$ cat src/hdl/etsm_pkg.sv
// Shared types, constants and helpers for the escape-time set membership core.
// Depends on nothing; every other file of the core uses it.
package etsm_pkg;

    // Fixed field widths
    localparam int DATA_W    = 32;
    localparam int STEP_W    = 29;
    localparam int PROD_W    = 2 * DATA_W;
    localparam int CFG_IDX_W = 2;

    // Parameter defaults
    localparam int COORD_BITS_DEF = 12;
    localparam int FRAC_BITS_DEF  = 28;
    localparam int ITER_BITS_DEF  = 16;

    // Register reset values
    localparam int unsigned          MAX_ITER_RST   = 100;
    localparam logic [STEP_W-1:0]    PIXEL_STEP_RST = STEP_W'(536871);
    localparam logic signed [DATA_W-1:0] ORIGIN_RST = -32'sd603979776;

    // Register indexes
    localparam logic [CFG_IDX_W-1:0] CFG_MAX_ITER   = 2'd0;
    localparam logic [CFG_IDX_W-1:0] CFG_PIXEL_STEP = 2'd1;
    localparam logic [CFG_IDX_W-1:0] CFG_ORIGIN_RE  = 2'd2;
    localparam logic [CFG_IDX_W-1:0] CFG_ORIGIN_IM  = 2'd3;

    // Saturation bounds of a data word, held in product width
    localparam logic signed [PROD_W-1:0] SAT_HI = (64'sd1 <<< (DATA_W - 1)) - 64'sd1;
    localparam logic signed [PROD_W-1:0] SAT_LO = -(64'sd1 <<< (DATA_W - 1));

    // Commands from the controller to the datapath
    typedef struct packed {
        logic load;   // capture pixel offsets
        logic setup;  // form c, clear z
        logic mul;    // capture squares and cross product
        logic upd;    // replace z with z^2 + c
    } t_dp_cmd;

    // Status from the datapath to the controller
    typedef struct packed {
        logic escape; // |z|^2 > 4 on the captured products
    } t_dp_sts;

    // Clamp a wide signed value to the signed data range
    function automatic logic signed [DATA_W-1:0] sat_data(input logic signed [PROD_W-1:0] v);
        logic signed [DATA_W-1:0] res;
        if (v > SAT_HI) begin
            res = SAT_HI[DATA_W-1:0];
        end else if (v < SAT_LO) begin
            res = SAT_LO[DATA_W-1:0];
        end else begin
            res = v[DATA_W-1:0];
        end
        return res;
    endfunction

endpackage

$ cat src/hdl/etsm_if.sv


interface etsm_cfg_if ();
    logic                                valid;
    logic                                ready;
    logic [etsm_pkg::CFG_IDX_W-1:0]      idx;
    logic [etsm_pkg::DATA_W-1:0]         data;

    modport source (output valid, output idx, output data, input ready);
    modport sink   (input valid, input idx, input data, output ready);
endinterface

$ cat src/hdl/etsm_cfg.sv
// Configuration register file of the escape-time core.
// Depends on etsm_pkg and etsm_cfg_if.
module etsm_cfg #(
    parameter int ITER_BITS = etsm_pkg::ITER_BITS_DEF
) (
    input  logic                                i_clk,
    input  logic                                i_rst_n,
    etsm_cfg_if.sink                            i_cfg,
    output logic [ITER_BITS-1:0]                o_max_iter,
    output logic [etsm_pkg::STEP_W-1:0]         o_pixel_step,
    output logic signed [etsm_pkg::DATA_W-1:0]  o_origin_re,
    output logic signed [etsm_pkg::DATA_W-1:0]  o_origin_im
);
    import etsm_pkg::*;

    logic [ITER_BITS-1:0]        r_max_iter;
    logic [STEP_W-1:0]           r_pixel_step;
    logic signed [DATA_W-1:0]    r_origin_re;
    logic signed [DATA_W-1:0]    r_origin_im;

    // Take every write request at once
    assign i_cfg.ready = 1'b1;

    // Decode writes by register index
    always_ff @(posedge i_clk) begin
        if (!i_rst_n) begin
            r_max_iter   <= ITER_BITS'(MAX_ITER_RST);
            r_pixel_step <= PIXEL_STEP_RST;
            r_origin_re  <= ORIGIN_RST;
            r_origin_im  <= ORIGIN_RST;
        end else if (i_cfg.valid) begin
            case (i_cfg.idx)
                CFG_MAX_ITER:   r_max_iter   <= i_cfg.data[ITER_BITS-1:0];
                CFG_PIXEL_STEP: r_pixel_step <= i_cfg.data[STEP_W-1:0];
                CFG_ORIGIN_RE:  r_origin_re  <= $signed(i_cfg.data);
                CFG_ORIGIN_IM:  r_origin_im  <= $signed(i_cfg.data);
                default: begin
                end
            endcase
        end
    end

    assign o_max_iter   = r_max_iter;
    assign o_pixel_step = r_pixel_step;
    assign o_origin_re  = r_origin_re;
    assign o_origin_im  = r_origin_im;

endmodule

$ cat src/flat_wrapper.sv
// flat-port wrapper written by rule: the top's interface ports become plain ports
module etsm_cfg_flat import etsm_pkg::*;
#(
    parameter int ITER_BITS = etsm_pkg::ITER_BITS_DEF
)
  (i_clk, i_rst_n, o_max_iter, o_pixel_step, o_origin_re, o_origin_im, i_cfg_valid, i_cfg_idx, i_cfg_data, i_cfg_ready);
  etsm_cfg_if i_cfg_i ();
  input  logic i_clk;
  input  logic i_rst_n;
  output logic [ITER_BITS-1:0] o_max_iter;
  output logic [etsm_pkg::STEP_W-1:0] o_pixel_step;
  output logic signed [etsm_pkg::DATA_W-1:0] o_origin_re;
  output logic signed [etsm_pkg::DATA_W-1:0] o_origin_im;
  input wire logic [$bits(i_cfg_i.valid)-1:0] i_cfg_valid;
  input wire logic [$bits(i_cfg_i.idx)-1:0] i_cfg_idx;
  input wire logic [$bits(i_cfg_i.data)-1:0] i_cfg_data;
  output wire logic [$bits(i_cfg_i.ready)-1:0] i_cfg_ready;
  assign i_cfg_i.valid = i_cfg_valid;
  assign i_cfg_i.idx = i_cfg_idx;
  assign i_cfg_i.data = i_cfg_data;
  assign i_cfg_ready = i_cfg_i.ready;
  etsm_cfg #(.ITER_BITS(ITER_BITS)) u_core (.i_clk(i_clk), .i_rst_n(i_rst_n), .i_cfg(i_cfg_i), .o_max_iter(o_max_iter), .o_pixel_step(o_pixel_step), .o_origin_re(o_origin_re), .o_origin_im(o_origin_im));
endmodule
$ cat config.mk
export PLATFORM = sky130hd
export DESIGN_NAME = etsm_cfg_flat
export DESIGN_NICKNAME = d
export VERILOG_FILES = /design/src/hdl/etsm_pkg.sv /design/src/hdl/etsm_if.sv /design/src/hdl/etsm_cfg.sv /design/src/flat_wrapper.sv
export SDC_FILE = /design/constraint.sdc
export NUM_CORES = 1
export LEC_CHECK = 0
export ABC_AREA = 1
export BUFFER_PORTS_ARGS = -buffer_cell sky130_fd_sc_hd__clkbuf_2
export CAP_MARGIN = 10
export CELL_PAD_IN_SITES_DETAIL_PLACEMENT = 2
export CELL_PAD_IN_SITES_GLOBAL_PLACEMENT = 2
export CORE_ASPECT_RATIO = 0.75
export CORE_MARGIN = 5
export CORE_UTILIZATION = 26
export DETAILED_ROUTE_END_ITERATION = 8
export PLACE_DENSITY_LB_ADDON = 0.08
export REMOVE_ABC_BUFFERS = 1
export SLEW_MARGIN = 20
export SYNTH_ARGS = -nofsm -noshare
export SYNTH_HDL_FRONTEND = slang
export SYNTH_SLANG_ARGS = --single-unit
$ cat constraint.sdc
create_clock -name i_clk -period 1.1 [get_ports i_clk]
set_input_delay 0.22 -clock i_clk [delete_from_list [all_inputs] [get_ports i_clk]]
set_output_delay 0.22 -clock i_clk [all_outputs]
set_load 0.1 [all_outputs]
==> results of run 1 <==
==> final cells by class <==
type | instances | share of cell area
repair buffers | 194 | 0.365
flip-flops and latches | 109 | 0.304
multi-input cells | 425 | 0.214
clock inverters | 6 | 0.0111
inverters | 91 | 0.0435
clock buffers | 9 | 0.0286
well taps | 215 | 0.0342
==> metrics by stage <==
step           cell area, um2  cells  hold slack, ns
2_1_floorplan            4190    625           0.304
3_3_place_gp             7140   1007           0.449
3_5_place_dp             7140   1007           0.454
4_1_cts                  7750   1039          0.0742
5_1_grt                  7860   1049          0.0990
6_report                 7860   1049          0.0928
==> final timing paths <==
path / end / slack, ns
worst max register to register: u_core.o_origin_im[6] / 0.21
worst max-delay path: o_max_iter[14] / -0.03
worst min-delay path: u_core.o_origin_im[30] / 0.09
worst min register to register: u_core.o_origin_re[30] / 0.51
==> sequential cells by signal, indices dropped and copies added, names as in the netlist <==
name,count
u_core.o_pixel_step,29
u_core.o_origin_re,32
u_core.o_max_iter,16
u_core.o_origin_im,32
==> power breakdown <==
group | switching [mW] | internal [mW]
registers | 0.236 | 4.16
clock network | 1.53 | 1.99
logic | 2.19 | 1.15
total | 3.96 | 7.30
==> per-layer routing <==
layer / GRT usage / wire length [um] / up-vias
met5: 0 / 19 / -
met4: 0.0325 / 142 / 4
met3: 0.0712 / 1190 / 17
met2: 0.328 / 8870 / 96
met1: 0.199 / 7080 / 2256
li1: - / - / 2262
==> timing repair <==
item | in CTS | in global routing
endpoints found under the setup margin | 109 | 109
buffers inserted | 17 | 10
resized for setup | 121 | 16
pin swaps | 0 | 0
==> cells by family (layout without fill, tap and decap cells) <==
kind of cell           count (synthesis)  after routing  synth area share
other                                  1              1          0.000859
AND/OR/NAND/NOR                      411            411             0.366
buffers and inverters                128            300             0.119
AO/OA/AOI/OAI                         13             13            0.0149
flip-flops                           109            109             0.500
==> cells in the final DEF, fill, tap and decap left out, types with 2 or more instances in the layout <==
master,Yosys,layout
clkbuf_16,0,9
a21oi_1,13,13
buf_4,4,39
inv_1,90,90
clkinv_2,0,2
nand3_1,39,37
nand3_2,1,3
buf_12,0,120
dfxtp_4,0,28
clkbuf_2,0,35
bufinv_16,0,2
nand2_1,205,205
dfxtp_2,0,81
nor2_1,166,165
==> flow_metrics.py, run 1 <==
metrics = {
    "detailed_routing": {
        "wl_per_cell_um": 16.5,
        "drt_iter0_drc": 157,
        "totalWireLength_um": 17300,
        "num_vias": 4635,
        "antenna_left": 0,
        "drc": 0,
        "drt-vias-per-instance": 4.42,
        "drt_pass1_iterations": 4,
    },
    "yosys": {
        "synth_area_um2": 4370,
        "yosys.cell_count.top_type": "nand2_1",
        "ys_seq_area_frac": 0.500,
        "syn_inst": 662,
        "yosys_warnings": 0,
        "synth.distinct_cells": 13,
        "yosys.area.top_type": "dfxtp_1",
        "synth_flop_cell": "dfxtp_1",
        "ys_seq_elements": 109,
        "synthTopCellsByCount": "205 x nand2_1, 166 x nor2_1, 109 x dfxtp_1, 90 x inv_1, 39 x nand3_1",
        "synth_edf_count": 0,
        "ys_async_sr_fraction": 0,
        "synth.top_cell.area_share": 0.500,
        "synth_area_per_cell_um2": 6.60,
        "ys_top_cells_by_area": "dfxtp_1 50%, nand2_1 18%, nor2_1 14%",
    },
    "die": {
        "fp.dieW_um": 160,
        "initial_utilization": 0.262,
        "core_um2": 16700,
        "dieArea_um2": 19500,
        "rows": 41,
        "ioPinCount": 147,
        "die_h_um": 122,
    },
    "setup_path": {
        "path_cells": "buf_12",
        "rr_worst_depth": 6,
        "startpoint_type": "register",
        "cp_data_required_time_ns": 0.88,
        "rr_startpoint": "u_core.o_origin_im[6]",
        "cp_max_fo": 2,
        "critPathTopFamily": "flip-flops",
        "arrival_ns": 0.91,
        "cp_num_buf_inv": 1,
        "cp_slowest_cell": "dfxtp_4",
        "cpPeakStageDelay_ns": 0.38,
        "path_class": "reg -> out",
        "cp.depth": 1,
        "startpoint": "u_core.o_max_iter[14]",
        "cp-end-kind": "primary output",
    },
    "layout": {
        "multi_input_area_um2": 1680,
        "drive_above_1_share": 0.387,
        "antenna-diode-count": 0,
        "final_util": 0.472,
        "layout.nets": 867,
        "regArea_um2": 2390,
        "area_growth_pct": 80.0,
        "fill_cells": 1829,
    },
    "worst_hold_path": {
        "hold_depth": 3,
        "hold_start": "i_cfg_data[30]",
        "hp-class": "in -> reg",
    },
    "global_route": {
        "antenna_found_initial": 2,
        "grt_max_degree": 35,
        "first_global_vias": 5090,
        "track_usage": 0.179,
        "grt_overflow": 0,
        "grt_first_pass_wirelength_um": 27400,
    },
    "timing": {
        "setup_slack_ns": -0.0280,
        "fmax_mhz": 886,
        "slew_headroom": 0.579,
        "slew_viol_final": 0,
        "finClkSkew_ns": 0,
        "finalSetupTns_ns": -1.11,
        "rsz0062_at_grt": "yes",
        "period_share": 1.03,
        "timing.final.crit_period_ns": 1.13,
        "tightest_slew_ns": 0.629,
        "setup_viol": 104,
        "hold_viol": 0,
    },
    "run_status": {
        "outcome": "finished with violations",
        "violations": "setup timing",
    },
    "power_and_ir_drop": {
        "power_density_nw_per_um2": 1430,
        "p_leak_nw": 3.94,
        "max-vdd-ir-drop_v": 0.000710,
        "totalPowerFinal_mw": 11.3,
    },
    "job": {
        "drv_cap": 0,
    },
    "clocking": {
        "cts_inserted_buffers": 9,
        "cts.sinks": 109,
        "cts_hold_buf": 0,
        "cts_tree": "built",
        "htree_levels": 3,
        "clkTransAtPathRegs_ns": 0.07,
        "cts_root_buffer": "clkbuf_16",
        "cts_max_path_buffers": 2,
        "insertion_delay_ns": 0.36,
    },
    "place": {
        "io_buffers": 145,
        "place_ws_ns": -0.263,
        "place_congestion": 0.733,
        "post-dp-hpwl_um": 12600,
    },
}
Note: power is estimated with default switching activity, not from simulation.
==> run 2, diff against run 1 <==
==> constraint.sdc (replaced) <==
create_clock -name i_clk -period 1.1 [get_ports i_clk]
set_input_delay 0.11 -clock i_clk [delete_from_list [all_inputs] [get_ports i_clk]]
set_output_delay 0.11 -clock i_clk [all_outputs]
set_load 0.1 [all_outputs]
==> flow_metrics.py, run 2 (synthesis gave the netlist of run 1 again) <==
metrics = {
    "setup_path": {
        "critPathTopFamily": "flip-flops",
        "rrSetupSlack_ns": 0.35,
        "path_class": "reg -> out",
        "startpoint_type": "register",
        "timing.rr.end": "u_core.o_origin_im[19]",
        "cp-end-kind": "primary output",
        "cp_max_fo": 2,
        "rr_worst_depth": 4,
        "rr_startpoint": "u_core.o_origin_im[19]",
        "cpPeakStageDelay_ns": 0.40,
        "cp_num_buf_inv": 1,
        "cp_data_required_time_ns": 0.99,
        "cp_slowest_cell": "dfxtp_1",
        "path_cells": "buf_12",
        "arrival_ns": 0.95,
    },
    "power_and_ir_drop": {
        "seqPwrFrac": 0.400,
        "p_clk_frac": 0.307,
        "p_switching_mw": 3.85,
        "power_density_nw_per_um2": 1480,
        "swShare": 0.349,
        "totalPowerFinal_mw": 11.0,
        "p_leak_nw": 3.74,
        "combPwrFrac": 0.293,
        "max-vdd-ir-drop_v": 0.000769,
        "internal-power_mw": 7.17,
    },
    "die": {
        "ioPinCount": 147,
        "dieArea_um2": 19500,
        "core_um2": 16700,
        "die_h_um": 122,
        "fp.dieW_um": 160,
        "initial_utilization": 0.262,
        "rows": 41,
    },
    "timing": {
        "finClkSkew_ns": 0,
        "finalSetupTns_ns": 0,
        "setup_slack_ns": 0.0413,
        "fmax_mhz": 945,
        "timing.final.crit_period_ns": 1.06,
        "rsz0062_at_grt": "no",
        "whs_ns": 0.0184,
        "slew_headroom": 0.568,
        "tightest_slew_ns": 0.645,
        "setup_viol": 0,
        "period_share": 0.962,
        "slew_viol_final": 0,
        "hold_viol": 0,
    },
    "detailed_routing": {
        "drt_iter0_drc": 125,
        "totalWireLength_um": 16400,
        "antenna_left": 0,
        "drt-vias-per-instance": 4.43,
        "drc": 0,
        "wl_per_cell_um": 16.0,
        "drt_pass1_iterations": 4,
        "num_vias": 4531,
    },
    "place": {
        "place_inst": 1006,
        "placedInstanceArea_um2": 7080,
        "place_ws_ns": -0.122,
        "post-dp-hpwl_um": 12500,
        "io_buffers": 145,
        "place_congestion": 0.732,
    },
    "clocking": {
        "cts.sinks": 109,
        "cts_tree": "built",
        "post_cts_buffers": 0,
        "cts_inserted_buffers": 9,
        "cts_root_buffer": "clkbuf_16",
        "insertion_delay_ns": 0.35,
        "htree_levels": 3,
        "clkTransAtPathRegs_ns": 0.07,
        "cts_max_path_buffers": 2,
    },
    "layout": {
        "multi_input_area_um2": 1680,
        "drive_above_1_share": 0.259,
        "regArea_um2": 2210,
        "stdcell_count": 1023,
        "final_util": 0.446,
        "fin_area_um2": 7440,
        "layout_commonest_cell": "nand2_1",
        "fill_cells": 1846,
        "area_growth_pct": 70.5,
        "layout_common_cells": "205 x nand2_1, 165 x nor2_1, 116 x buf_12, 90 x inv_1, 84 x dfxtp_1",
        "layout.nets": 842,
        "antenna-diode-count": 0,
    },
    "global_route": {
        "gr-max-usage-layer": "met2",
        "grt_max_degree": 38,
        "grt_overflow": 0,
        "first_global_vias": 5052,
        "use_met2": 0.307,
        "track_usage": 0.171,
        "met3_usage": 0.0715,
        "grtUsageMet1": 0.192,
        "antenna_found_initial": 2,
        "grt_first_pass_wirelength_um": 26300,
    },
    "worst_hold_path": {
        "hold_start": "i_cfg_data[26]",
        "hp-class": "in -> reg",
        "hold_path_end": "u_core.o_origin_re[26]",
        "hold_depth": 3,
    },
    "job": {
        "drv_cap": 0,
    },
    "run_status": {
        "outcome": "finished, final reports clean",
    },
}
[run 2: area by class of cell]
| type | instances | area share |
|---|---|---|
| multi-input cells | 425 | 0.226 |
| flip-flops and latches | 109 | 0.297 |
| well taps | 215 | 0.0361 |
| clock inverters | 1 | 0.00403 |
| clock buffers | 13 | 0.0363 |
| repair buffers | 169 | 0.355 |
| inverters | 91 | 0.0459 |
[run 2: worst max-delay path by stage]
| stage | end | depth (start not counted) | slack, ns | start |
|---|---|---|---|---|
| floorplan | u_core.o_origin_im[26] | 4 | -0.57 | i_cfg_valid |
| global placement | u_core.o_pixel_step[12] | 5 | -0.02 | i_cfg_valid |
| detailed placement | u_core.o_pixel_step[2] | 5 | -0.12 | i_cfg_valid |
| CTS | o_pixel_step[11] | 1 | 0.003 | u_core.o_pixel_step[11] |
| global route | o_pixel_step[22] | 1 | 0.0008 | u_core.o_pixel_step[22] |
| finish | o_origin_im[9] | 1 | 0.04 | u_core.o_origin_im[9] |
[run 2: power groups by stage]
stage / Combinational, mW / Clock, mW / Sequential [mW]
after floorplan: 0.453 / 0 / 5.83
after global placement: 3.16 / 0 / 4.48
after detailed placement: 3.25 / 0 / 4.49
after CTS: 3.27 / 3.50 / 4.40
after global routing: 3.39 / 3.64 / 4.43
final: 3.23 / 3.38 / 4.40
[run 2: metal layers]
layer / wire [um] / part of all wire / vias to the layer above
li1: - / - / 2206
met1: 6850 / 0.42 / 2210
met2: 8150 / 0.50 / 97
met3: 1200 / 0.073 / 14
met4: 172 / 0.010 / 4
met5: 19 / 0.0012 / -
[run 2: what timing repair did]
item | 4_1_cts | 5_1_grt
endpoints found under the hold margin | 6 | 0
resized for setup | 9 | 16
hold buffers | 3 | 0
setup endpoints to repair | 9 | 16
==> run 3, diff against run 2 <==
Clock period 1.1 ns to 1.2 ns, I/O delays scaled along.
==> flow_metrics.py, run 3 (synthesis gave the netlist of run 1 again) <==
metrics = {
    "run_status": {
        "outcome": "finished, final reports clean",
    },
    "clocking": {
        "htree_levels": 3,
        "cts_tree": "built",
        "cts_max_path_buffers": 2,
        "post_cts_buffers": 0,
        "cts_root_buffer": "clkbuf_16",
        "insertion_delay_ns": 0.36,
        "cts_hold_buf": 3,
        "cts.sinks": 109,
        "cts_inserted_buffers": 9,
        "clkTransAtPathRegs_ns": 0.07,
        "cts_resized": 0,
    },
    "setup_path": {
        "cp-end-kind": "primary output",
        "cp_data_required_time_ns": 1.08,
        "cp_slowest_cell": "dfxtp_1",
        "rr_startpoint": "u_core.o_origin_re[14]",
        "path_class": "reg -> out",
        "cpPeakStageDelay_ns": 0.43,
        "cp_max_fo": 2,
        "cp_num_buf_inv": 1,
        "path_cells": "buf_12",
        "critPathTopFamily": "flip-flops",
        "arrival_ns": 0.99,
        "startpoint": "u_core.o_origin_re[14]",
        "startpoint_type": "register",
    },
    "global_route": {
        "track_usage": 0.172,
        "grt_overflow": 0,
        "grt_max_degree": 40,
        "first_global_vias": 4993,
        "antenna_found_initial": 1,
        "grt_first_pass_wirelength_um": 26500,
    },
    "place": {
        "place_inst": 1003,
        "place_congestion": 0.733,
        "io_buffers": 145,
        "placedInstanceArea_um2": 7050,
        "post-dp-hpwl_um": 12100,
    },
    "detailed_routing": {
        "drt_iter0_drc": 122,
        "drt_pass1_iterations": 4,
        "num_vias": 4465,
        "drt-vias-per-instance": 4.37,
        "drc": 0,
        "antenna_left": 0,
        "wl_per_cell_um": 15.7,
        "totalWireLength_um": 16000,
    },
    "timing": {
        "finClkSkew_ns": 0,
        "rsz0062_at_grt": "no",
        "setup_viol": 0,
        "period_share": 0.929,
        "timing.final.crit_period_ns": 1.11,
        "whs_ns": 0.0159,
        "slew_headroom": 0.629,
        "hold_viol": 0,
        "tightest_slew_ns": 0.555,
        "fmax_mhz": 897,
        "slew_viol_final": 0,
    },
    "layout": {
        "layout_common_cells": "205 x nand2_1, 165 x nor2_1, 115 x buf_12, 109 x dfxtp_1, 90 x inv_1",
        "antenna-diode-count": 0,
        "stdcell_count": 1022,
        "layout.nets": 839,
        "layout_commonest_cell": "nand2_1",
        "drive_above_1_share": 0.226,
        "fin_area_um2": 7370,
        "area_growth_pct": 68.8,
    },
    "worst_hold_path": {
        "hold_start": "i_cfg_data[18]",
        "hp-class": "in -> reg",
    },
    "die": {
        "ioPinCount": 147,
        "core_um2": 16700,
        "fp.dieW_um": 160,
        "die_h_um": 122,
        "rows": 41,
        "initial_utilization": 0.262,
        "dieArea_um2": 19500,
    },
    "power_and_ir_drop": {
        "p_leak_nw": 3.70,
        "max-vdd-ir-drop_v": 0.000624,
        "power_density_nw_per_um2": 1360,
    },
    "job": {
        "drv_cap": 0,
    },
}
-- run 3: metrics by stage --
step / setup TNS, ns / util / setup WS (ns) / total power, mW
finish: 0 / 0.442 / 0.0856 / 10.0
global placement: 0 / 0.423 / 0.0910 / 6.99
detailed placement: 0 / 0.423 / 0.00532 / 7.07
global route: 0 / 0.442 / 0.0410 / 10.5
floorplan: -27.80 / - / -0.475 / 5.76
CTS: 0 / 0.442 / 0.0616 / 10.2
-- run 3: tightest hold or removal path, stage by stage --
cell      delay (ns)
clkbuf_2        0.10
nor2_1          0.04
nor2_1          0.08
-- run 3: power by group --
| part | switching (mW) | leakage (nW) | internal [mW] |
|---|---|---|---|
| logic | 1.97 | 2.67 | 0.969 |
| clock network | 1.43 | 0.132 | 1.63 |
| registers | 0.218 | 0.893 | 3.81 |
-- run 3: layer usage --
layer	share of wire	global-route usage
met5	0.00081	0
met4	0.011	0.0423
met3	0.064	0.0634
met2	0.49	0.298
met1	0.43	0.203
-- run 3: path summary, 6_finish.rpt --
check | end | slack, ns | cells past startpoint
max | o_origin_re[14] | 0.09 | 1
min | u_core.o_origin_im[18] | 0.02 | 3
max reg2reg | u_core.o_origin_re[14] | 0.45 | 4
min reg2reg | u_core.o_max_iter[2] | 0.51 | 2
-- run 3: area by class of cell --
type	count	area, um2
Clock buffer	11	233
Clock inverter	5	61.3
Fill cell	1867	9300
Inverter	91	342
Multi-Input combinational cell	425	1680
Sequential cell	109	2180
Tap cell	215	269
Timing Repair Buffer	166	2610
