**config.mk**
```make
export PLATFORM = sky130hd
export DESIGN_NAME = etsm_ctrl
export DESIGN_NICKNAME = d
export VERILOG_FILES = /design/src/hdl/etsm_pkg.sv /design/src/hdl/etsm_ctrl.sv
export SDC_FILE = /design/constraint.sdc
export NUM_CORES = 1
export LEC_CHECK = 0
export BUFFER_PORTS_ARGS = -buffer_cell sky130_fd_sc_hd__buf_2
export CORE_MARGIN = 3
export CORE_UTILIZATION = 47
export DETAILED_ROUTE_END_ITERATION = 6
export MAX_ROUTING_LAYER = met4
export PLACE_DENSITY = 0.77
export SYNTH_ARGS = -nofsm -noshare
export SYNTH_HDL_FRONTEND = slang
export SYNTH_SLANG_ARGS = --single-unit
export TNS_END_PERCENT = 1
```
**constraint.sdc**
```tcl
create_clock -name i_clk -period 8.6 [get_ports i_clk]
set_clock_uncertainty 0.05 [all_clocks]
set_input_delay 1.29 -clock i_clk [delete_from_list [all_inputs] [get_ports i_clk]]
set_output_delay 1.29 -clock i_clk [all_outputs]
set_load 0.01 [all_outputs]
```
**src/hdl/etsm_pkg.sv**
```systemverilog
// Shared types, constants and helpers for the escape-time set membership core.
// Depends on nothing; every other file of the core uses it.
package etsm_pkg;

    // Fixed field widths
    localparam int DATA_W    = 32;
    localparam int STEP_W    = 29;
    localparam int PROD_W    = 2 * DATA_W;
    localparam int CFG_IDX_W = 2;

    // Parameter defaults
    localparam int COORD_BITS_DEF = 12;
    localparam int FRAC_BITS_DEF  = 28;
    localparam int ITER_BITS_DEF  = 16;

    // Register reset values
    localparam int unsigned          MAX_ITER_RST   = 100;
    localparam logic [STEP_W-1:0]    PIXEL_STEP_RST = STEP_W'(536871);
    localparam logic signed [DATA_W-1:0] ORIGIN_RST = -32'sd603979776;

    // Register indexes
    localparam logic [CFG_IDX_W-1:0] CFG_MAX_ITER   = 2'd0;
    localparam logic [CFG_IDX_W-1:0] CFG_PIXEL_STEP = 2'd1;
    localparam logic [CFG_IDX_W-1:0] CFG_ORIGIN_RE  = 2'd2;
    localparam logic [CFG_IDX_W-1:0] CFG_ORIGIN_IM  = 2'd3;

    // Saturation bounds of a data word, held in product width
    localparam logic signed [PROD_W-1:0] SAT_HI = (64'sd1 <<< (DATA_W - 1)) - 64'sd1;
    localparam logic signed [PROD_W-1:0] SAT_LO = -(64'sd1 <<< (DATA_W - 1));

    // Commands from the controller to the datapath
    typedef struct packed {
        logic load;   // capture pixel offsets
        logic setup;  // form c, clear z
        logic mul;    // capture squares and cross product
        logic upd;    // replace z with z^2 + c
    } t_dp_cmd;

    // Status from the datapath to the controller
    typedef struct packed {
        logic escape; // |z|^2 > 4 on the captured products
    } t_dp_sts;

    // Clamp a wide signed value to the signed data range
    function automatic logic signed [DATA_W-1:0] sat_data(input logic signed [PROD_W-1:0] v);
        logic signed [DATA_W-1:0] res;
        if (v > SAT_HI) begin
            res = SAT_HI[DATA_W-1:0];
        end else if (v < SAT_LO) begin
            res = SAT_LO[DATA_W-1:0];
        end else begin
            res = v[DATA_W-1:0];
        end
        return res;
    endfunction

endpackage

```
**src/hdl/etsm_ctrl.sv**
```systemverilog
// Controller of the escape-time core: round counting, sequencing, result register.
// Depends on etsm_pkg; commands etsm_dp.
module etsm_ctrl #(
    parameter int ITER_BITS = etsm_pkg::ITER_BITS_DEF
) (
    input  logic                    i_clk,
    input  logic                    i_rst_n,
    input  logic                    i_in_valid,
    output logic                    o_in_ready,
    output logic                    o_out_valid,
    input  logic                    i_out_ready,
    output logic                    o_out_inside,
    input  logic [ITER_BITS-1:0]    i_max_iter,
    output etsm_pkg::t_dp_cmd       o_cmd,
    input  etsm_pkg::t_dp_sts       i_sts
);
    import etsm_pkg::*;

    typedef enum logic [2:0] {
        S_IDLE,
        S_SETUP,
        S_MUL,
        S_UPD,
        S_HOLD
    } t_state;

    t_state                 r_state, n_state;
    logic [ITER_BITS-1:0]   r_k, n_k;
    logic                   r_pend, n_pend;
    logic                   r_out_valid, n_out_valid;
    logic                   r_out_inside, n_out_inside;
    logic                   w_out_free;
    logic                   w_fin;
    logic                   w_fin_inside;
    logic [ITER_BITS-1:0]   w_k_inc;

    assign w_out_free = !r_out_valid || i_out_ready;
    assign w_k_inc    = r_k + 1'b1;
    assign o_in_ready = (r_state == S_IDLE);

    // Commands per state
    always_comb begin
        o_cmd       = '0;
        o_cmd.load  = (r_state == S_IDLE) && i_in_valid;
        o_cmd.setup = (r_state == S_SETUP);
        o_cmd.mul   = (r_state == S_MUL);
        o_cmd.upd   = (r_state == S_UPD) && !i_sts.escape;
    end

    // Next state, counter and result
    always_comb begin
        n_state      = r_state;
        n_k          = r_k;
        n_pend       = r_pend;
        w_fin        = 1'b0;
        w_fin_inside = 1'b0;
        case (r_state)
            S_IDLE: begin
                if (i_in_valid) begin
                    n_state = S_SETUP;
                end
            end
            S_SETUP: begin
                n_k = '0;
                if (i_max_iter == '0) begin
                    w_fin        = 1'b1;
                    w_fin_inside = 1'b1;
                end else begin
                    n_state = S_MUL;
                end
            end
            S_MUL: begin
                n_state = S_UPD;
            end
            S_UPD: begin
                if (i_sts.escape) begin
                    w_fin        = 1'b1;
                    w_fin_inside = 1'b0;
                end else if (w_k_inc == i_max_iter) begin
                    w_fin        = 1'b1;
                    w_fin_inside = 1'b1;
                end else begin
                    n_k     = w_k_inc;
                    n_state = S_MUL;
                end
            end
            S_HOLD: begin
                w_fin        = 1'b1;
                w_fin_inside = r_pend;
            end
            default: begin
                n_state = S_IDLE;
            end
        endcase

        // Drop a taken result, then load a finished one or park it
        n_out_valid  = r_out_valid && !i_out_ready;
        n_out_inside = r_out_inside;
        if (w_fin) begin
            if (w_out_free) begin
                n_out_valid  = 1'b1;
                n_out_inside = w_fin_inside;
                n_state      = S_IDLE;
            end else begin
                n_pend  = w_fin_inside;
                n_state = S_HOLD;
            end
        end
    end

    always_ff @(posedge i_clk) begin
        if (!i_rst_n) begin
            r_state      <= S_IDLE;
            r_k          <= '0;
            r_pend       <= 1'b0;
            r_out_valid  <= 1'b0;
            r_out_inside <= 1'b0;
        end else begin
            r_state      <= n_state;
            r_k          <= n_k;
            r_pend       <= n_pend;
            r_out_valid  <= n_out_valid;
            r_out_inside <= n_out_inside;
        end
    end

    assign o_out_valid  = r_out_valid;
    assign o_out_inside = r_out_inside;

`ifndef SYNTHESIS
    // The round counter stays below the round limit inside the loop
    a_k_in_range: assert property (@(posedge i_clk) disable iff (!i_rst_n)
        (r_state == S_MUL || r_state == S_UPD) |-> (r_k < i_max_iter))
        else $error("round counter reached the round limit inside the loop");

    // An accepted request goes to point setup
    a_accept_setup: assert property (@(posedge i_clk) disable iff (!i_rst_n)
        (r_state == S_IDLE && i_in_valid) |=> (r_state == S_SETUP))
        else $error("accepted request did not enter setup");

    // An escape with a free output register reports outside next cycle
    a_escape_out: assert property (@(posedge i_clk) disable iff (!i_rst_n)
        (r_state == S_UPD && i_sts.escape && w_out_free)
        |=> (r_out_valid && !r_out_inside && r_state == S_IDLE))
        else $error("escape did not report outside");

    // Zero rounds report inside without entering the loop
    a_zero_rounds: assert property (@(posedge i_clk) disable iff (!i_rst_n)
        (r_state == S_SETUP && i_max_iter == '0 && w_out_free)
        |=> (r_out_valid && r_out_inside))
        else $error("zero rounds did not report inside");
`endif

endmodule

```
==> impl_results.md, run 1 <==
- Worst setup margin: 5000 ps
- Pleak: 0.668 nW
- Routed wire per std cell: 14.2 µm
- Post-Synth XOR/XNOR Area: 9.87%
- DRC viols: 0
- Cts repair resizes: 0
- Final setup fails: 0
- Max stage delay on crit path: 580 ps
- Headroom to the max-slew limit: 26.5%
- Ports: 28
- Library cells used by synthesis: 51
- Simple-gate area share of the yosys netlist: 33.1%
- Via count: 1754
- Hold path startpoint: r_k[15]$_SDFFE_PN0P_
- Crit path DAT: 3660 ps
- Synth top area share: 24.8%
- Gr ovfl total: 0
- Worst Setup Start Kind: input pin
- Clock buffer depth: 2
- Initial Utilization: 50.8%
- Core outline area: 0.00349 mm²
- RSZ-0062 raised after global routing: no
- Layout Nets: 272
- Cts hold-fix bufs: 0
- Largest net degree at the start of global routing: 15
- Setup Fix Bufs, Post-CTS: 0
- Crit end category: flop
- Status: completed
- R2R Setup Slk: 5020 ps
- Max Fclk: 278 MHz
- Diodes inserted: 0
- Setup TNS: 0 ps
- Root Driver: clkbuf_8
- CTS tree: built
- Cell area power density: 102 mW/mm²
- Skew-Pair Late Insertion Delay: 260 ps
- Post-synth top area cell: dfxtp_1
- Most common cell after layout, fill and taps aside: buf_2
- Die width: 67.5 µm
- Post-synthesis sequential area ratio: 24.8%
- Required time of the critical path: 8660 ps
- Period minus WS final: 3600 ps
- Slew @ Worst Pin: 1100 ps
- Crit-path cells: buf_2 -> xor2_1 -> nor3b_1 -> mux2i_1 -> or4_1 -> or4_4 -> o211a_1 -> nand3_1 -> o211ai_1
- Complex-gate fraction of the synthesized area: 22.4%
- First-pass GRT wire length: 7040 µm
- Placed cell areas: 0.00191 mm²
- Die H: 67.5 µm
- DRT iter0 DRCs: 134
- Synth Area in Adders: 0.705%
- Die area: 0.00455 mm²
- Filler cells: 344
- Fin. Hold Viols: 0
- Antenna violations before repair: 0
- CP Class: input pin to flop
- Period utilisation layout: 41.8%
- Worst reg-to-reg path cell count: 9
- Design area: 0.00195 mm²
- CTS sink count: 22
- Place WS: 4760 ps
- Combinational family with the most area after synthesis: simple AND/OR/NAND/NOR gates
- DRT Pass-1 Iters: 4
- Most area-consuming cells after synthesis: dfxtp_1 25%, xnor2_1 6.4%, nor2_1 4.0%, o21ai_2 3.9%, xor2_1 3.5%
- Global-route total usage across every layer: 20.6%
- CTS clk-pin slew, worst paths: 70 ps
- Ys Warns: 0
- Reg2reg start: r_k[0]$_SDFFE_PN0P_
- Vias in the first global route: 1548
- Mapped Nets: 250
- Syn Area/Cell: 7.79 µm²
- ANT nets after route: 0
- # port buffers: 27
- Hold Crit Class: flop to flop
- Hold endpoint: r_k[15]$_SDFFE_PN0P_
- Critical R2R Capture: r_k[3]$_SDFFE_PN0P_
- H-Tree Depth: 1
- Post-DP HPWL: 3240 µm
- Placer Congestion: 0.964
- Area growth, synth to finish: 10.0%
- Worst path bufs/invs: 1
- Commonest cells after routing, fill and taps aside: 27 x buf_2, 22 x dfxtp_1, 19 x nor2_1
- Routed WL: 4170 µm
- Worst-path cell with the longest stage delay: or4_4
- Mux cell area share after synthesis: 2.82%
- CP top delay family: simple AND/OR/NAND/NOR gates
- Max Fanout on Critical Path: 11
- Number of max-cap violations: 0
- Synthesized area: 0.00178 mm²
- Row cnt: 21
- Number of synthesized register bits: 22
- Hold depth: 2
- Vias per cell: 5.97
- Worst VDD drop: 0.0827 mV
- Share of layout cells above drive strength 1: 20.2%
- Post-synthesis instance total: 228
- Total CTS buffers: 3
- Slew Limit Fails: 0
[report_power, final]
group | internal (mW) | total (mW) | leakage [nW] | switching, mW
registers | 0.103 | 0.105 | 0.178 | 0.00210
clock network | 0.0313 | 0.0633 | 0.0216 | 0.0320
logic | 0.0130 | 0.0313 | 0.469 | 0.0182
total | 0.147 | 0.200 | 0.668 | 0.0523
[cell families (layout without fill, tap and decap cells)]
group / count (synthesis) / in the layout
AOI/OAI and AO/OA: 56 / 56
xor gates and xnor gates: 20 / 20
adders and majority gates: 1 / 1
buffers and inverters: 25 / 45
DFF: 22 / 22
muxes: 5 / 5
and+or+nand+nor: 99 / 99
[Yosys cell counts, drive strengths merged]
cell type and instances:
o2bb2ai 1, buf 6, or4 5, xor2 7, o2111a 1, nor3 11
ha 1, o211a 1, and3b 1, and4 2, nor2 19, nand2 16
and2 4, or3 3, a31oi 3, nand3 9, a21o 1, o22ai 2
nand4 5, mux2i 5, a2111oi 1, o221ai 2, nor3b 4, a21boi 1
o211ai 4, a21oi 12, clkbuf 4, nor4 12, nor2b 1, inv 15
xnor2 13, nand3b 1, o21bai 1, o31ai 1, and4b 1, nand2b 5
dfxtp 22, o21ai 24, o32ai 1
[stage by stage]
stage               power, mW  hold WS (ps)  instances  util [%]
finish                  0.200           479        294      55.9
CTS                     0.202           480        294      55.9
global route            0.209           499        294      55.9
detailed placement      0.138           467        291      54.7
floorplan               0.125           429        228         -
global placement        0.138           455        291      54.7
[worst max-delay path by stage]
| stage | to | slack, ps | from | depth (start not counted) |
|---|---|---|---|---|
| floorplan | r_k[14]$_SDFFE_PN0P_ | 5160 | i_max_iter[1] | 9 |
| global route | r_k[3]$_SDFFE_PN0P_ | 4810 | r_k[0]$_SDFFE_PN0P_ | 9 |
| finish | r_k[12]$_SDFFE_PN0P_ | 5000 | i_max_iter[1] | 9 |
| CTS | r_k[12]$_SDFFE_PN0P_ | 5030 | i_max_iter[1] | 9 |
| detailed placement | r_k[12]$_SDFFE_PN0P_ | 4760 | i_max_iter[1] | 9 |
| global placement | r_k[12]$_SDFFE_PN0P_ | 4770 | i_max_iter[1] | 9 |
[cell type report]
class	instances	area, µm²	area share [%]
timing repair buffer	27	135	6.92
clock buffer	3	41.3	2.11
multi-input combinational	181	1220	62.6
inverter	15	56.3	2.88
tap	46	57.6	2.95
sequential	22	440	22.5
[state kept, by name (all words and copies together) (netlist names)]
| register | count |
|---|---|
| r_k | 16 |
| r_pend | 1 |
| o_out_inside | 1 |
| o_out_valid | 1 |
| r_state | 3 |
[routing by layer]
metal / up-vias / global-route usage, % / wire [µm]
li1: 874 / - / -
met1: 822 / 29.1 / 1980
met2: 53 / 30.9 / 1890
met3: 5 / 2.33 / 250
met4: 0 / 5.82 / 42
met5: - / - / 0
[worst register-to-register path, stage by stage, from the launching register on]
cell	delay, ps
dfxtp_1	520
ha_1	320
nand3_1	290
or3_1	420
and4_1	210
nor3_1	240
nor3_1	90
and4b_1	220
o31ai_2	870
o22ai_1	190
Note: power is estimated with default switching activity, not from simulation.
==> inputs of run 2 (changes only) <==
--- a/config.mk
+++ b/config.mk
@@ -5,6 +5,7 @@
 export SDC_FILE = /design/constraint.sdc
 export NUM_CORES = 1
 export LEC_CHECK = 0
+export ABC_AREA = 1
 export BUFFER_PORTS_ARGS = -buffer_cell sky130_fd_sc_hd__buf_2
 export CORE_MARGIN = 3
 export CORE_UTILIZATION = 47
==> constraint.sdc (replaced) <==
create_clock -name i_clk -period 3.4 [get_ports i_clk]
set_clock_uncertainty 0.05 [all_clocks]
set_input_delay 0.51 -clock i_clk [delete_from_list [all_inputs] [get_ports i_clk]]
set_output_delay 0.51 -clock i_clk [all_outputs]
set_load 0.01 [all_outputs]
==> run 2 against run 1 <==
Clock power rose to 3.9 times the previous value. Combinational power rose to 3.4 times the previous value. Final area is 6.7% higher. Sequential power rose to 2.6 times the previous value. Non-clock buffer count is 1 higher. Core utilization grew 0.17 points. Critical endpoint is now r_k[3]$_SDFFE_PN0P_. Largest cell class unchanged.
==> impl_results.md, run 2 <==
- Core outline area: 0.00372 mm²
- Most common cell after layout, fill and taps aside: nand2_1
- Ys Warns: 0
- Die width: 68.6 µm
- Final setup fails: 0
- Max Fclk: 394 MHz
- Diodes inserted: 0
- Die area: 0.00470 mm²
- Period minus WS final: 2540 ps
- Max Fanout on Critical Path: 22
- Post-synth top area cell: dfxtp_1
- Top reg by flops: r_k
- Slew Limit Fails: 0
- Post-synthesis sequential area ratio: 23.9%
- Final Core Density: 56.1%
- Max FFs per register: 16
- Biggest registers after layout: r_k: 16 flops, r_state: 3 flops
- Max stage delay on crit path: 380 ps
- Crit path DAT: 2640 ps
- Layout Nets: 369
- CTS tree: built
- Top-count cell post-synth: nand2_1
- Pleak: 0.954 nW
- Global-route total usage across every layer: 22.6%
- Slew @ Worst Pin: 561 ps
- Top cells by count, synth: 97 x nand2_1, 44 x nand3_1, 43 x inv_1
- First-pass GRT wire length: 7780 µm
- Routed wire per std cell: 11.9 µm
- H-Tree Depth: 1
- DRT iter0 DRCs: 144
- # port buffers: 27
- Period utilisation layout: 74.6%
- Setup Fix Bufs, Post-CTS: 0
- Initial Utilization: 49.5%
- Post-synth EDFFs: 0
- Total CTS buffers: 3
- Skew-Pair Late Insertion Delay: 270 ps
- Worst path bufs/invs: 0
- Library cells used by synthesis: 28
- CTS sink count: 22
- Hold path startpoint: r_pend$_SDFFE_PN0P_
- Commonest cells after routing, fill and taps aside: 97 x nand2_1, 44 x nand3_1, 43 x inv_1
- Worst reg-to-reg path cell count: 14
- Post-synthesis instance total: 318
- Setup TNS: 0 ps
- Required time of the critical path: 3500 ps
- DRC viols: 0
- ANT nets after route: 0
- RSZ-0062 raised after global routing: no
- Routed WL: 4680 µm
- Worst Setup Start Kind: flop
- Clock buffer depth: 2
- WP depth: 14
- Crit end category: flop
- Synthesized area: 0.00184 mm²
- Largest net degree at the start of global routing: 23
- Cell area power density: 301 mW/mm²
- Row cnt: 22
- Cts repair resizes: 0
- Post-DP HPWL: 3760 µm
- Headroom to the max-slew limit: 62.4%
- Gr ovfl total: 0
- Reg2reg start: r_k[0]$_SDFFE_PN0P_
- Syn Area/Cell: 5.78 µm²
- CP top delay family: simple AND/OR/NAND/NOR gates
- WHS: 439 ps
- Area growth, synth to finish: 13.3%
- CP Class: flop to flop
- Most area-consuming cells after synthesis: dfxtp_1 24%, nand2_1 20%, nand3_1 12%, inv_1 8.8%, nor2_1 8.2%
- Ys flop type: dfxtp_1
- Number of synthesized register bits: 22
- CTS clk-pin slew, worst paths: 80 ps
- Hold depth: 2
- Ports: 28
- Worst-path cell with the longest stage delay: dfxtp_1
- Hold Crit Class: flop to flop
- Fin. Hold Viols: 0
- Place WS: 942 ps
- Worst setup margin: 865 ps
- Worst VDD drop: 0.253 mV
- Synth top area share: 23.9%
- Share of layout cells above drive strength 1: 13.3%
- Async set-or-reset flop fraction in the synthesized netlist: 0%
- DRT Pass-1 Iters: 4
- Die H: 68.6 µm
- Cts hold-fix bufs: 0
- Root Driver: clkbuf_8
- Placer Congestion: 0.886
- Via count: 2079
- Critical Path Start: r_k[0]$_SDFFE_PN0P_
- Crit-path cells: ha_1 -> nand3_1 -> nor2_2 -> nand3_1 -> nand2_1 -> nand3_1 -> nand2_1 -> nor2_1 -> nand2_1 -> nor2_2 -> nand3_2 -> nand3_2 -> o21ai_0 -> nor2_1
- Status: completed
- Mapped Nets: 340
- Antenna violations before repair: 0
- Number of max-cap violations: 0
- Vias in the first global route: 1768
- Vias per cell: 5.28
-- run 2: cell count changes after synthesis, moves of 8 or more --
cell     change
nand3_1     +37
xnor2_1     -12
nand4_1     +10
o21ai_2      -8
o21ai_1      -8
nor2_1      +21
nand2_1     +81
inv_1       +28
-- run 2: worst paths after layout --
| check | endpoint | slack, ps |
|---|---|---|
| worst max-delay path | r_k[3]$_SDFFE_PN0P_ | 860 |
| worst min-delay path | r_pend$_SDFFE_PN0P_ | 440 |
| worst max register to register | r_k[3]$_SDFFE_PN0P_ | 860 |
| worst min register to register | r_pend$_SDFFE_PN0P_ | 440 |
-- run 2: kinds of logic after synthesis --
family,Yosys count,share of synthesized area (%)
adders and majority gates,1,0.680
xor gates and xnor gates,3,2.18
AOI/OAI and AO/OA,23,6.94
DFF,22,23.9
and+or+nand+nor,221,55.6
buffers and inverters,48,10.6
-- run 2: through the flow --
stage                     total power, mW  instances  instance area (µm²)
after CTS                           0.632        394                 2080
after global routing                0.663        394                 2080
after floorplan                     0.350        318                 1840
after detailed placement            0.384        390                 2010
after global placement              0.382        390                 2010
final                               0.627        394                 2080
-- run 2: worst reg2reg max path: stages (launching register included) --
cell	delay (ps)
dfxtp_1	380
ha_1	250
nand3_1	180
nor2_2	210
nand3_1	110
nand2_1	90
nand3_1	100
nand2_1	80
nor2_1	50
nand2_1	70
nor2_2	50
nand3_2	60
nand3_2	370
o21ai_0	320
nor2_1	60
-- run 2: cell type report --
| cell class | count | area, µm² |
|---|---|---|
| Inverter | 44 | 165 |
| Fill cell | 382 | 1630 |
| Timing Repair Buffer | 28 | 143 |
| Sequential cell | 22 | 440 |
| Multi-Input combinational cell | 248 | 1200 |
| Clock inverter | 1 | 30.0 |
| Clock buffer | 3 | 41.3 |
| Tap cell | 48 | 60.1 |
-- run 2: routing by layer --
layer | track usage, % | part of all wire, % | up-vias
met4 | 4.71 | 1.3 | 0
met5 | - | 0 | -
met1 | 30.0 | 46 | 922
li1 | - | - | 1091
met2 | 35.6 | 46 | 59
met3 | 4.38 | 7.1 | 7
-- run 2: where the power goes --
group          switching [mW]  total, mW  internal (mW)
Combinational          0.0665      0.105         0.0387
Clock                  0.0910      0.248          0.157
Sequential            0.00803      0.274          0.266
Total                   0.166      0.627          0.462
==> inputs of run 3 (changes only) <==
--- a/config.mk
+++ b/config.mk
@@ -5,13 +5,13 @@
 export SDC_FILE = /design/constraint.sdc
 export NUM_CORES = 1
 export LEC_CHECK = 0
-export ABC_AREA = 1
+export ABC_AREA = 0
 export BUFFER_PORTS_ARGS = -buffer_cell sky130_fd_sc_hd__buf_2
 export CORE_MARGIN = 3
 export CORE_UTILIZATION = 47
 export DETAILED_ROUTE_END_ITERATION = 6
 export MAX_ROUTING_LAYER = met4
-export PLACE_DENSITY = 0.77
+export PLACE_DENSITY = 0.8
 export SYNTH_ARGS = -nofsm -noshare
 export SYNTH_HDL_FRONTEND = slang
 export SYNTH_SLANG_ARGS = --single-unit
==> constraint.sdc (replaced) <==
create_clock -name i_clk -period 2.3 [get_ports i_clk]
set_clock_uncertainty 0.05 [all_clocks]
set_input_delay 0.345 -clock i_clk [delete_from_list [all_inputs] [get_ports i_clk]]
set_output_delay 0.345 -clock i_clk [all_outputs]
set_load 0.01 [all_outputs]
==> run 3 against run 2 <==
The run now ends with negative setup slack left. Core utilization rose by 14 points. Fmax is 12% lower. Clock-buffer cell count is the same. Sequential share of layout area down 2.8 points. Global-route usage increased by 1.1 points. Largest cell class unchanged. Highest routed layer unchanged.
==> impl_results.md, run 3 (same netlist as run 1, synthesis figures left out) <==
- CTS tree: built
- Design area: 0.00246 mm²
- Most common cell after layout, fill and taps aside: buf_4
- Initial Utilization: 50.8%
- Combinational share of power: 15.5%
- DRT iter0 DRCs: 106
- Worst-path cell with the longest stage delay: or4_4
- Metal-1 WL: 2180 µm
- Hold Crit Class: input pin to flop
- Reg2reg start: r_k[1]$_SDFFE_PN0P_
- Slew @ Worst Pin: 516 ps
- Critical R2R Capture: r_k[6]$_SDFFE_PN0P_
- Crit path DAT: 2990 ps
- Finished Layout Cells: 349
- Worst VDD drop: 0.405 mV
- Die H: 67.5 µm
- Ports: 28
- Global-route total usage across every layer: 23.7%
- Clock buffer depth: 2
- Routed WL: 4830 µm
- CTS sink count: 22
- Placed insts: 344
- RSZ-0062 raised after global routing: yes
- Status: finished with violations
- Vias in the first global route: 1844
- Pint: 0.682 mW
- ANT nets after route: 0
- Layout Nets: 326
- Core outline area: 0.00349 mm²
- Pleak: 0.981 nW
- Share of layout cells above drive strength 1: 38.0%
- Headroom to the max-slew limit: 65.5%
- Via count: 1937
- Area growth, synth to finish: 38.3%
- CP Class: flop to flop
- Top reg by flops: r_k
- Worst setup margin: -571 ps
- Sw Ratio: 24.2%
- Antenna violations before repair: 0
- Die area: 0.00455 mm²
- Worst reg-to-reg path cell count: 10
- Place WS: -531 ps
- Max Fclk: 348 MHz
- Fin. Hold Viols: 0
- CP top delay family: simple AND/OR/NAND/NOR gates
- P_sw: 0.217 mW
- Max Fanout on Critical Path: 6
- Max stage delay on crit path: 500 ps
- Crit end category: flop
- DRT Pass-1 Iters: 4
- Placer Congestion: 0.880
- Root Driver: clkbuf_8
- Number of max-cap violations: 0
- Largest net degree at the start of global routing: 14
- Commonest cells after routing, fill and taps aside: 54 x buf_4, 27 x buf_2, 19 x nor2_1
- Hold depth: 3
- Hold endpoint: r_state[0]$_SDFFE_PN0P_
- Cell area power density: 366 mW/mm²
- Failing checks: negative setup slack
- Routed wire per std cell: 13.8 µm
- Biggest registers after layout: r_k: 16 flops, r_state: 3 flops
- # port buffers: 27
- Final setup fails: 21
- Setup TNS: -11390 ps
- Die width: 67.5 µm
- Post-DP HPWL: 4030 µm
- First-pass GRT wire length: 8030 µm
- H-Tree Depth: 1
- Met3 WL post-DR: 230 µm
- Vias per cell: 5.55
- DR top layer: met4
- Share of power burned in registers: 43.4%
- Placed cell areas: 0.00237 mm²
- R2R Setup Slk: -570 ps
- Gr ovfl total: 0
- Worst Setup Start Kind: flop
- Crit-path cells: ha_4 -> xor2_1 -> nor3b_1 -> mux2i_1 -> or4_1 -> or4_4 -> o211a_1 -> buf_4 -> o21ai_2 -> o21ai_1
- Period minus WS final: 2870 ps
- Worst path bufs/invs: 1
- Final Core Density: 70.3%
- Row cnt: 21
- Skew-Pair Late Insertion Delay: 270 ps
- Required time of the critical path: 2410 ps
- Period utilisation layout: 125%
- Slew Limit Fails: 0
- Max FFs per register: 16
- Final Power: 0.899 mW
- CTS clk-pin slew, worst paths: 80 ps
- Met2 WL: 2330 µm
- DRC viols: 0
- Clock power share: 41.1%
- WHS: 287 ps
- Hold path startpoint: i_in_valid
- Total CTS buffers: 3
- Diodes inserted: 0
run 3: cell count changes in the layout (fill, tap and decap cells not counted), moves of 7 or more:
cell | previous run | this run
nand4_1 | 14 | 4
xnor2_1 | 1 | 13
inv_1 | 43 | 15
o21ai_1 | 1 | 9
nand3_1 | 44 | 7
o21ai_2 | 0 | 8
nor3_1 | 4 | 11
buf_4 | 1 | 54
nor2_1 | 40 | 19
nand2_1 | 97 | 14
run 3: cell type report:
type / instances / area [µm²]
tap: 46 / 57.6
inverter: 15 / 56.3
clock buffer: 3 / 41.3
multi-input combinational: 181 / 1280
clock inverter: 1 / 30.0
sequential: 22 / 452
fill: 277 / 1040
timing repair buffer: 81 / 541
run 3: power by group through the flow:
stage	logic [mW]	registers (mW)	clock network [mW]
CTS	0.138	0.390	0.377
detailed placement	0.135	0.399	0
global route	0.152	0.392	0.396
floorplan	0.0714	0.395	0
finish	0.139	0.390	0.370
global placement	0.132	0.399	0
run 3: what timing repair did:
item	CTS	global route
hold buffers	0	0
pin swaps	4	2
endpoints found under the setup margin	21	21
setup buffers	1	0
gates resized for setup	0	2
run 3: how the worst max path moves through the flow:
| stage | startpoint | to | slack, ps | cells past startpoint |
|---|---|---|---|---|
| 2_1_floorplan | r_k[10]$_SDFFE_PN0P_ | r_k[14]$_SDFFE_PN0P_ | -410 | 10 |
| 6_report | r_k[1]$_SDFFE_PN0P_ | r_k[6]$_SDFFE_PN0P_ | -570 | 10 |
| 3_3_place_gp | r_k[1]$_SDFFE_PN0P_ | r_k[4]$_SDFFE_PN0P_ | -490 | 10 |
| 5_1_grt | r_k[1]$_SDFFE_PN0P_ | r_k[6]$_SDFFE_PN0P_ | -690 | 10 |
| 4_1_cts | r_k[1]$_SDFFE_PN0P_ | r_state[1]$_SDFFE_PN0P_ | -570 | 10 |
| 3_5_place_dp | r_k[1]$_SDFFE_PN0P_ | r_state[2]$_SDFFE_PN0P_ | -530 | 10 |
run 3: tightest hold or removal path: stages:
cell and delay [ps]:
buf_2 100, nor2_1 80, nor4_1 50
run 3: metal layers:
layer,vias up,track usage (%)
met2,47,38.8
met1,893,29.3
met3,8,4.33
li1,989,-
met5,-,-
met4,0,7.85
